`src/hw/rtl/pin_entry_lock_with_lockout_macros.svh`:
```
// ----------------------------------------------------------------------------
// PIN entry lock assertion macros
// Shared concurrent assertion forms, clocked on aclk and quiet in reset.
// ----------------------------------------------------------------------------
`ifndef PIN_ENTRY_LOCK_WITH_LOCKOUT_MACROS_SVH
`define PIN_ENTRY_LOCK_WITH_LOCKOUT_MACROS_SVH

// Same-cycle implication.
`define PEL_ASSERT_NOW(lbl, ante, cons, msg) \
    lbl: assert property (@(posedge aclk) disable iff (!aresetn) (ante) |-> (cons)) \
        else $error(msg);

// Implication checked in the next cycle.
`define PEL_ASSERT_NEXT(lbl, ante, cons, msg) \
    lbl: assert property (@(posedge aclk) disable iff (!aresetn) (ante) |=> (cons)) \
        else $error(msg);

`endif

```
`src/hw/rtl/pel_pkg.sv`:
```
// ----------------------------------------------------------------------------
// PIN entry lock package
// Types, codes, timing constants and register reset values of the lock.
// ----------------------------------------------------------------------------
package pel_pkg;

    // Default number of code digits.
    localparam int CODE_DIGITS_DEFAULT = 4;

    // Field widths.
    localparam int TIMER_W = 20;
    localparam int HALVES_W = 4;
    localparam int FAIL_W = 4;
    localparam int KEY_W = 4;
    localparam int CFG_INDEX_W = 3;
    localparam int CFG_DATA_W = 20;
    localparam int CODE_W = 16;
    localparam int WIDE_CODE_W = 32;

    // Fixed lamp timings in ticks.
    localparam logic [TIMER_W-1:0] DIGIT_FLASH_MS = 20'd80;
    localparam logic [TIMER_W-1:0] FULL_HALF_MS = 20'd100;
    localparam logic [HALVES_W-1:0] FULL_HALVES = 4'd4;
    localparam logic [HALVES_W-1:0] DENY_HALVES = 4'd12;
    localparam logic [FAIL_W-1:0] FAIL_MAX = 4'd15;

    // Key codes.
    localparam logic [KEY_W-1:0] KEY_LAST_DIGIT = 4'd9;
    localparam logic [KEY_W-1:0] KEY_STAR = 4'd10;
    localparam logic [KEY_W-1:0] KEY_HASH = 4'd11;
    localparam logic [KEY_W-1:0] KEY_LETTER_A = 4'd12;
    localparam logic [KEY_W-1:0] KEY_LETTER_D = 4'd15;

    // Configuration register indexes.
    typedef enum logic [CFG_INDEX_W-1:0] {
        REG_CORRECT_CODE  = 3'd0,
        REG_ATTEMPT_LIMIT = 3'd1,
        REG_LOCKOUT_MS    = 3'd2,
        REG_GRANTED_MS    = 3'd3,
        REG_DENY_HALF_MS  = 3'd4
    } reg_index_t;

    // Register reset values.
    localparam logic [15:0] CORRECT_CODE_RST = 16'h1234;
    localparam logic [3:0] ATTEMPT_LIMIT_RST = 4'd3;
    localparam logic [19:0] LOCKOUT_MS_RST = 20'd10000;
    localparam logic [15:0] GRANTED_MS_RST = 16'd3000;
    localparam logic [9:0] DENY_HALF_MS_RST = 10'd150;

    // Request kinds.
    typedef enum logic {
        REQ_KEY  = 1'b0,
        REQ_TICK = 1'b1
    } req_t;

    // Lamp phases.
    typedef enum logic [2:0] {
        PH_IDLE  = 3'd0,
        PH_DIGIT = 3'd1,
        PH_FULL  = 3'd2,
        PH_GRANT = 3'd3,
        PH_DENY  = 3'd4,
        PH_LOCK  = 3'd5
    } phase_t;

    // Event codes reported with each result.
    typedef enum logic [3:0] {
        EV_NONE       = 4'd0,
        EV_DIGIT      = 4'd1,
        EV_FULL       = 4'd2,
        EV_CLEARED    = 4'd3,
        EV_GRANTED    = 4'd4,
        EV_DENIED     = 4'd5,
        EV_LOCK_START = 4'd6,
        EV_LOCK_END   = 4'd7,
        EV_UNUSED_KEY = 4'd8,
        EV_BUSY_DROP  = 4'd9
    } event_t;

    // Configuration register set.
    typedef struct packed {
        logic [15:0] correct_code;
        logic [3:0]  attempt_limit;
        logic [19:0] lockout_ms;
        logic [15:0] granted_ms;
        logic [9:0]  deny_half_ms;
    } cfg_t;

    // Control state other than the entry buffer.
    typedef struct packed {
        phase_t              phase;
        logic [TIMER_W-1:0]  timer;
        logic [HALVES_W-1:0] halves;
        logic [FAIL_W-1:0]   fail;
    } ctl_state_t;

    // One result without the digit count.
    typedef struct packed {
        logic              green_on;
        logic              red_on;
        logic              yellow_on;
        event_t            event_code;
        logic [FAIL_W-1:0] failures;
        logic              is_locked;
    } result_t;

endpackage

```
`src/hw/rtl/pel_core.sv`:
```
// ----------------------------------------------------------------------------
// PIN entry lock update logic
// Combinational next state and result for one key event or tick.
// ----------------------------------------------------------------------------
module pel_core #(
    parameter int CODE_DIGITS = pel_pkg::CODE_DIGITS_DEFAULT
) (
    input  pel_pkg::cfg_t                           cfg,
    input  pel_pkg::req_t                           req_type,
    input  logic [pel_pkg::KEY_W-1:0]               key_code,
    input  pel_pkg::ctl_state_t                     ctl_cur,
    input  logic [4*CODE_DIGITS-1:0]                digits_cur,
    input  logic [$clog2(CODE_DIGITS+1)-1:0]        count_cur,
    output pel_pkg::ctl_state_t                     ctl_next,
    output logic [4*CODE_DIGITS-1:0]                digits_next,
    output logic [$clog2(CODE_DIGITS+1)-1:0]        count_next,
    output pel_pkg::result_t                        result
);
    import pel_pkg::*;

    localparam int EW = 4 * CODE_DIGITS;
    localparam int CW = $clog2(CODE_DIGITS + 1);
    localparam logic [WIDE_CODE_W-1:0] CODE_MASK = {WIDE_CODE_W{1'b1}} >> (WIDE_CODE_W - EW);
    localparam logic [CW-1:0] FULL_COUNT = CW'(CODE_DIGITS);

    event_t              ev;
    logic [EW+3:0]       shifted;
    logic                code_ok;
    logic [TIMER_W-1:0]  timer_inc;
    logic [TIMER_W-1:0]  dur;
    logic [HALVES_W-1:0] halves_dec;
    logic                even_half;

    // Helper terms: shifted entry, code match, timer and blink countdown.
    assign shifted = {digits_cur, key_code};
    assign code_ok = (count_cur == FULL_COUNT) &&
                     (WIDE_CODE_W'(digits_cur) ==
                      (WIDE_CODE_W'(cfg.correct_code) & CODE_MASK));
    assign timer_inc = ctl_cur.timer + 1'b1;
    assign halves_dec = (ctl_cur.halves != '0) ? ctl_cur.halves - 1'b1 : '0;

    // Duration of the running phase.
    always_comb begin
        case (ctl_cur.phase)
            PH_DIGIT: dur = DIGIT_FLASH_MS;
            PH_FULL:  dur = FULL_HALF_MS;
            PH_GRANT: dur = TIMER_W'(cfg.granted_ms);
            PH_DENY:  dur = TIMER_W'(cfg.deny_half_ms);
            PH_LOCK:  dur = cfg.lockout_ms;
            default:  dur = '0;
        endcase
    end

    // Next state and event.
    always_comb begin
        ctl_next = ctl_cur;
        digits_next = digits_cur;
        count_next = count_cur;
        ev = EV_NONE;
        if (req_type == REQ_KEY) begin
            if (ctl_cur.phase != PH_IDLE) begin
                ev = EV_BUSY_DROP;
            end else if (key_code <= KEY_LAST_DIGIT) begin
                ctl_next.timer = '0;
                if (count_cur < FULL_COUNT) begin
                    digits_next = shifted[EW-1:0];
                    count_next = count_cur + 1'b1;
                    ctl_next.phase = PH_DIGIT;
                    ctl_next.halves = '0;
                    ev = EV_DIGIT;
                end else begin
                    ctl_next.phase = PH_FULL;
                    ctl_next.halves = FULL_HALVES;
                    ev = EV_FULL;
                end
            end else if (key_code == KEY_STAR) begin
                digits_next = '0;
                count_next = '0;
                ev = EV_CLEARED;
            end else if (key_code == KEY_HASH) begin
                digits_next = '0;
                count_next = '0;
                ctl_next.timer = '0;
                if (code_ok) begin
                    ctl_next.fail = '0;
                    ctl_next.phase = PH_GRANT;
                    ctl_next.halves = '0;
                    ev = EV_GRANTED;
                end else begin
                    if (ctl_cur.fail != FAIL_MAX) begin
                        ctl_next.fail = ctl_cur.fail + 1'b1;
                    end
                    ctl_next.phase = PH_DENY;
                    ctl_next.halves = DENY_HALVES;
                    ev = EV_DENIED;
                end
            end else begin
                ev = EV_UNUSED_KEY;
            end
        end else if (ctl_cur.phase != PH_IDLE) begin
            if (timer_inc < dur) begin
                ctl_next.timer = timer_inc;
            end else begin
                ctl_next.timer = '0;
                if (ctl_cur.phase == PH_FULL || ctl_cur.phase == PH_DENY) begin
                    ctl_next.halves = halves_dec;
                    if (halves_dec == '0) begin
                        if (ctl_cur.phase == PH_DENY && ctl_cur.fail >= cfg.attempt_limit) begin
                            ctl_next.phase = PH_LOCK;
                            ev = EV_LOCK_START;
                        end else begin
                            ctl_next.phase = PH_IDLE;
                        end
                    end
                end else if (ctl_cur.phase == PH_LOCK) begin
                    ctl_next.fail = '0;
                    digits_next = '0;
                    count_next = '0;
                    ctl_next.phase = PH_IDLE;
                    ctl_next.halves = '0;
                    ev = EV_LOCK_END;
                end else begin
                    ctl_next.phase = PH_IDLE;
                    ctl_next.halves = '0;
                end
            end
        end
    end

    // Lamp levels from the state after the update.
    always_comb begin
        even_half = !ctl_next.halves[0] && (ctl_next.halves != '0);
        result.green_on = (ctl_next.phase == PH_GRANT);
        result.red_on = (ctl_next.phase == PH_LOCK) ||
                        (ctl_next.phase == PH_DENY && even_half);
        result.yellow_on = (ctl_next.phase == PH_DIGIT) ||
                           (ctl_next.phase == PH_FULL && even_half);
        result.event_code = ev;
        result.failures = ctl_next.fail;
        result.is_locked = (ctl_next.phase == PH_LOCK);
    end

endmodule

```
`src/hw/rtl/pin_entry_lock_with_lockout.sv`:
```
// ----------------------------------------------------------------------------
// PIN entry lock with lockout
// Keypad code lock: digit entry, code check, timed lamps and failure lockout.
// ----------------------------------------------------------------------------
// Channel  | Direction | Contents
// s_       | in        | tuser: req_type; tdata[3:0]: key_code
// m_       | out       | tdata: green_on, red_on, yellow_on, event_code,
//          |           |        digits_entered, failures, is_locked
// cfg_     | in        | write enable, register index, write data
//
// An item is held in the input register; the state update and the result
// are formed while it is held there and land in the result register, so one
// item is taken per cycle while m_ does not stall. A stall on m_ holds
// the result and then the input register. Reset is synchronous on aresetn.
// ----------------------------------------------------------------------------
module pin_entry_lock_with_lockout #(
    parameter int CODE_DIGITS = pel_pkg::CODE_DIGITS_DEFAULT
) (
    input  logic                              aclk,
    input  logic                              aresetn,
    input  logic                              s_tvalid,
    output logic                              s_tready,
    input  logic [7:0]                        s_tdata,   // [3:0] key_code
    input  logic                              s_tuser,   // [0] req_type
    output logic                              m_tvalid,
    input  logic                              m_tready,
    // [0] green_on, [1] red_on, [2] yellow_on, [6:3] event_code,
    // [9:7] digits_entered, [13:10] failures, [14] is_locked
    output logic [15:0]                       m_tdata,
    input  logic                              cfg_wr_en,
    input  logic [pel_pkg::CFG_INDEX_W-1:0]   cfg_index,
    input  logic [pel_pkg::CFG_DATA_W-1:0]    cfg_wdata
);
    import pel_pkg::*;

    `include "pin_entry_lock_with_lockout_macros.svh"

    localparam int EW = 4 * CODE_DIGITS;
    localparam int CW = $clog2(CODE_DIGITS + 1);

    cfg_t               cfg_reg;
    logic               in_valid_reg;
    req_t               in_type_reg;
    logic [KEY_W-1:0]   in_key_reg;
    logic               out_valid_reg;
    logic [15:0]        out_data_reg;
    ctl_state_t         ctl_reg;
    ctl_state_t         ctl_next;
    logic [EW-1:0]      digits_reg;
    logic [EW-1:0]      digits_next;
    logic [CW-1:0]      count_reg;
    logic [CW-1:0]      count_next;
    result_t            result;
    logic [2:0]         count_out;
    logic               advance;
    logic               in_take;
    logic               blink_phase;

    // Pipeline handshake: the item moves on when the result slot frees up.
    assign advance = in_valid_reg && (!out_valid_reg || m_tready);
    assign s_tready = !in_valid_reg || advance;
    assign in_take = s_tvalid && s_tready;
    assign m_tvalid = out_valid_reg;
    assign m_tdata = out_data_reg;

    // Configuration registers.
    always_ff @(posedge aclk) begin
        if (!aresetn) begin
            cfg_reg.correct_code <= CORRECT_CODE_RST;
            cfg_reg.attempt_limit <= ATTEMPT_LIMIT_RST;
            cfg_reg.lockout_ms <= LOCKOUT_MS_RST;
            cfg_reg.granted_ms <= GRANTED_MS_RST;
            cfg_reg.deny_half_ms <= DENY_HALF_MS_RST;
        end else if (cfg_wr_en) begin
            case (reg_index_t'(cfg_index))
                REG_CORRECT_CODE:  cfg_reg.correct_code <= cfg_wdata[15:0];
                REG_ATTEMPT_LIMIT: cfg_reg.attempt_limit <= cfg_wdata[3:0];
                REG_LOCKOUT_MS:    cfg_reg.lockout_ms <= cfg_wdata;
                REG_GRANTED_MS:    cfg_reg.granted_ms <= cfg_wdata[15:0];
                REG_DENY_HALF_MS:  cfg_reg.deny_half_ms <= cfg_wdata[9:0];
                default: ;
            endcase
        end
    end

    // Input register.
    always_ff @(posedge aclk) begin
        if (!aresetn) begin
            in_valid_reg <= 1'b0;
        end else if (s_tready) begin
            in_valid_reg <= s_tvalid;
        end
    end

    always_ff @(posedge aclk) begin
        if (in_take) begin
            in_type_reg <= req_t'(s_tuser);
            in_key_reg <= s_tdata[KEY_W-1:0];
        end
    end

    // Update logic for the held item.
    pel_core #(
        .CODE_DIGITS(CODE_DIGITS)
    ) u_core (
        .cfg        (cfg_reg),
        .req_type   (in_type_reg),
        .key_code   (in_key_reg),
        .ctl_cur    (ctl_reg),
        .digits_cur (digits_reg),
        .count_cur  (count_reg),
        .ctl_next   (ctl_next),
        .digits_next(digits_next),
        .count_next (count_next),
        .result     (result)
    );

    assign count_out = 3'(count_next);

    // Lock state, committed when the item transfers into the result slot.
    always_ff @(posedge aclk) begin
        if (!aresetn) begin
            ctl_reg.phase <= PH_IDLE;
            ctl_reg.timer <= '0;
            ctl_reg.halves <= '0;
            ctl_reg.fail <= '0;
            digits_reg <= '0;
            count_reg <= '0;
        end else if (advance) begin
            ctl_reg <= ctl_next;
            digits_reg <= digits_next;
            count_reg <= count_next;
        end
    end

    // Result register.
    always_ff @(posedge aclk) begin
        if (!aresetn) begin
            out_valid_reg <= 1'b0;
        end else if (advance) begin
            out_valid_reg <= 1'b1;
        end else if (m_tready) begin
            out_valid_reg <= 1'b0;
        end
    end

    always_ff @(posedge aclk) begin
        if (advance) begin
            out_data_reg <= {1'b0, result.is_locked, result.failures, count_out,
                             result.event_code, result.yellow_on, result.red_on,
                             result.green_on};
        end
    end

    // Checks on the lock state and the pipeline.
    assign blink_phase = (ctl_reg.phase == PH_FULL) || (ctl_reg.phase == PH_DENY);

    `PEL_ASSERT_NOW(a_count_bound, 1'b1, count_reg <= CW'(CODE_DIGITS), "entry count over limit")
    `PEL_ASSERT_NOW(a_blink_live, blink_phase, ctl_reg.halves != '0, "blink with no halves left")
    `PEL_ASSERT_NOW(a_steady_phase, !blink_phase, ctl_reg.halves == '0, "stray blink count")
    `PEL_ASSERT_NEXT(a_result_follows, advance, out_valid_reg, "moved item left no result")

endmodule

```
`config.mk`:
```
export PLATFORM = sky130hd
export DESIGN_NAME = pin_entry_lock_with_lockout
export DESIGN_NICKNAME = d
export VERILOG_FILES = /design/src/hw/rtl/pel_pkg.sv /design/src/hw/rtl/pel_core.sv /design/src/hw/rtl/pin_entry_lock_with_lockout.sv
export VERILOG_INCLUDE_DIRS = /design/src /design/src/hw/rtl
export SDC_FILE = /design/constraint.sdc
export NUM_CORES = 1
export LEC_CHECK = 0
export ABC_AREA = 1
export BUFFER_PORTS_ARGS = -buffer_cell sky130_fd_sc_hd__buf_2
export CORE_MARGIN = 4
export CORE_UTILIZATION = 50
export CTS_BUF_LIST = sky130_fd_sc_hd__clkbuf_16
export DETAILED_ROUTE_END_ITERATION = 7
export HOLD_SLACK_MARGIN = 0.05
export PLACE_DENSITY_LB_ADDON = 0.05
export SYNTH_ARGS = -nofsm -noshare
export SYNTH_HDL_FRONTEND = slang
export SYNTH_SLANG_ARGS = --single-unit
```
`constraint.sdc`:
```
create_clock -name aclk -period 8.8 [get_ports aclk]
set_input_delay 1.76 -clock aclk [delete_from_list [all_inputs] [get_ports aclk]]
set_output_delay 1.76 -clock aclk [all_outputs]
set_load 0.05 [all_outputs]
```
==> flow_metrics.env <==
export IMPL_status="complete, no violations"
export IMPL_gp_congestion=0.888
export IMPL_peakVddDrop_mv=0.136
export IMPL_ys_seq_area_share_pct=42.2
export IMPL_fin_hold_ws_ns=0.455
export IMPL_core_um2=13800
export IMPL_cts_tree="built"
export IMPL_syn_area_um2=7030
export IMPL_ys_types=43
export IMPL_finalClockSkew_ns=0.00950
export IMPL_slew_headroom_pct=30.4
export IMPL_cts_root_buffer="clkbuf_16"
export IMPL_grt_first_pass_wirelength_mm=27.9
export IMPL_tightest_slew_ns=1.04
export IMPL_min_path_type="reg2reg"
export IMPL_start_kind="flip-flop"
export IMPL_dr_first_iter_drc_count=404
export IMPL_clk_path_buf_depth=2
export IMPL_yosys_register_bits=138
export IMPL_grt_pass1_vias=5578
export IMPL_dieHeight_um=127
export IMPL_drt_pass1_iterations=5
export IMPL_drt_wl_total_mm=17.3
export IMPL_tns_ns=0
export IMPL_report_final_slew_viol_count=0
export IMPL_rr_worst_depth=22
export IMPL_synth_flop_cell="dfxtp_1"
export IMPL_antenna_found_initial=1
export IMPL_n_antenna_cell=0
export IMPL_rsz0062_at_grt="no"
export IMPL_grt_start_max_net_pins=67
export IMPL_worstPathRequired_ns=9.14
export IMPL_critPathCaptureType="flip-flop"
export IMPL_rrSetupSlack_ns=4.54
export IMPL_grt_usage_pct=21.5
export IMPL_htreeDepth=4
export IMPL_cts_setup_buffers=0
export IMPL_crit_fanout=19
export IMPL_largest_reg_flops=66
export IMPL_synth_edf_count=20
export IMPL_hold_violations=0
export IMPL_drcViolationCount=0
export IMPL_clkTransAtPathRegs_ns=0.06
export IMPL_io_buffers=49
export IMPL_cts_made_buffers=17
export IMPL_drv_cap=0
export IMPL_ios=55
export IMPL_dieArea_um2=16000
export IMPL_dp_hpwl_mm=12.0
export IMPL_leakage_nw=3.50
export IMPL_hold_path_endpoint="cfg_reg[22]"
export IMPL_r2r_end="digits_reg[4]"
export IMPL_fmax_mhz=235
export IMPL_fin_crit_ns=4.26
export IMPL_drt_antenna_violating_nets=0
export IMPL_vias_per_cell=5.23
export IMPL_die_w_um=127
export IMPL_initial_utilization_pct=50.8
export IMPL_finalSetupViolations=0
export IMPL_min_from="cfg_reg[22]"
export IMPL_arrival_ns=4.61
export IMPL_path_class="reg2reg"
export IMPL_clk_latency_ns=0.42
export IMPL_post_route_period_util_pct=48.5
export IMPL_overflow=0
export IMPL_hold_buffers=0
export IMPL_cts_sinks=138
export IMPL_cts_resized=0
export IMPL_drive_above_1_share_pct=10.2
export IMPL_num_rows=43
export IMPL_area_delta_synth_final_pct=13.8
export IMPL_layout_nets=1071
export IMPL_timing_rr_start="ctl_reg[10]"
export IMPL_synth_async_sr_flop_share_pct=0
export IMPL_whs_path_depth=2
export IMPL_p_per_area_nw_per_um2=205
export IMPL_wl_per_cell_um=14.4
export IMPL_synth_cells=973
export IMPL_yosys_warnings=0
export IMPL_synth_nets=1039
export IMPL_syn_avg_cell_area_um2=7.22
export IMPL_vias=6262
## cells in the final DEF, fill, tap and decap left out, drive strengths merged
cell type,instances
nand2,213
dfxtp,118
inv,115
nor2,112
o21ai,94
a21oi,90
nand3,67
buf,52
ha,29
edfxtp,20
clkbuf,17
xor2,14
nand4,11
xnor2,11
clkinv,8
a221oi,7
o211ai,7
nor3,6
bufinv,5
o2111ai,3
or2,2
o22ai,2
a211oi,2
nor4,2
o21a,1
o32ai,1
a32o,1
a31oi,1
o21bai,1
a22oi,1
nand3b,1
a2111oi,1
conb,1
clkinvlp,1
## worst max-delay path: stages (launching register included)
cell	delay [ns]
dfxtp_1	0.39
nand2_1	0.09
nor2_2	0.17
nand4_1	0.19
nor3_2	0.21
nand3_1	0.18
nor2_2	0.18
nand4_1	0.11
xor2_1	0.19
inv_2	0.07
ha_1	0.30
nand2_1	0.07
nor2_1	0.15
nand4_1	0.17
nor4_1	0.30
nand2_2	0.14
nand2_1	0.30
inv_2	0.07
nand2_1	0.08
nand2_2	0.24
inv_2	0.30
nand3_1	0.12
a21oi_1	0.16
## cells in the mapped netlist, types with 7 or more instances
| cell | instances | area, um^2 |
|---|---|---|
| a21oi_1 | 90 | 450 |
| a221oi_1 | 7 | 61.3 |
| clkbuf_1 | 31 | 116 |
| dfxtp_1 | 118 | 2360 |
| edfxtp_1 | 20 | 601 |
| ha_1 | 29 | 363 |
| inv_1 | 104 | 390 |
| inv_2 | 7 | 26.3 |
| nand2_1 | 210 | 788 |
| nand3_1 | 67 | 335 |
| nand4_1 | 11 | 68.8 |
| nor2_1 | 108 | 405 |
| o21ai_0 | 84 | 420 |
| o21ai_1 | 9 | 45.0 |
| xnor2_1 | 11 | 96.3 |
| xor2_1 | 14 | 123 |
## metal layers
| metal | global-route usage (%) | part of all wire (%) | up-vias |
|---|---|---|---|
| li1 | - | - | 3268 |
| met1 | 30.7 | 50 | 2835 |
| met2 | 32.6 | 44 | 131 |
| met3 | 5.60 | 4.9 | 26 |
| met4 | 5.68 | 1.2 | 2 |
| met5 | 0 | 0.075 | - |
## final cells by class
cell class | instances | area (um^2)
inverters | 115 | 432
multi-input cells | 681 | 3460
repair buffers | 52 | 268
clock buffers | 17 | 425
well taps | 180 | 225
fillers | 1316 | 5830
flip-flops and latches | 138 | 2960
clock inverters | 14 | 220
## metrics by stage
step | setup WS [ns] | power [mW] | std cells | utilization (%) | instance area (um^2)
after floorplan | 4.82 | 0.825 | 973 | - | 7030
after global placement | 4.49 | 0.872 | 1166 | 53.2 | 7350
after detailed placement | 4.50 | 0.873 | 1166 | 53.2 | 7350
after CTS | 4.50 | 1.65 | 1197 | 57.8 | 8000
after global routing | 4.01 | 1.71 | 1197 | 57.8 | 8000
final | 4.54 | 1.64 | 1197 | 57.8 | 8000
## cells by family after synthesis
group                    after synthesis  synth area share (%)
AO/OA/AOI/OAI                        212                  16.4
other                                  1                0.0534
AND/OR/NAND/NOR                      414                  24.5
adder cells (fa/ha/maj)               29                  5.16
buffers and inverters                154                  8.60
XOR/XNOR                              25                  3.12
flip-flops                           138                  42.2
## worst max path at each step
stage / to / slack, ns / cells past startpoint / start
final: digits_reg[4] / 4.54 / 22 / ctl_reg[10]
after global routing: digits_reg[12] / 4.01 / 22 / ctl_reg[10]
after CTS: digits_reg[12] / 4.50 / 16 / ctl_reg[28]
after detailed placement: digits_reg[4] / 4.50 / 18 / ctl_reg[28]
after global placement: digits_reg[12] / 4.49 / 16 / ctl_reg[28]
after floorplan: s_tready / 4.82 / 2 / m_tready
## power breakdown
| part | internal (mW) | switching (mW) |
|---|---|---|
| clock | 0.503 | 0.280 |
| combinational | 0.0515 | 0.129 |
| sequential | 0.664 | 0.0154 |
| total | 1.22 | 0.425 |
(Power assumes the default switching activity.)
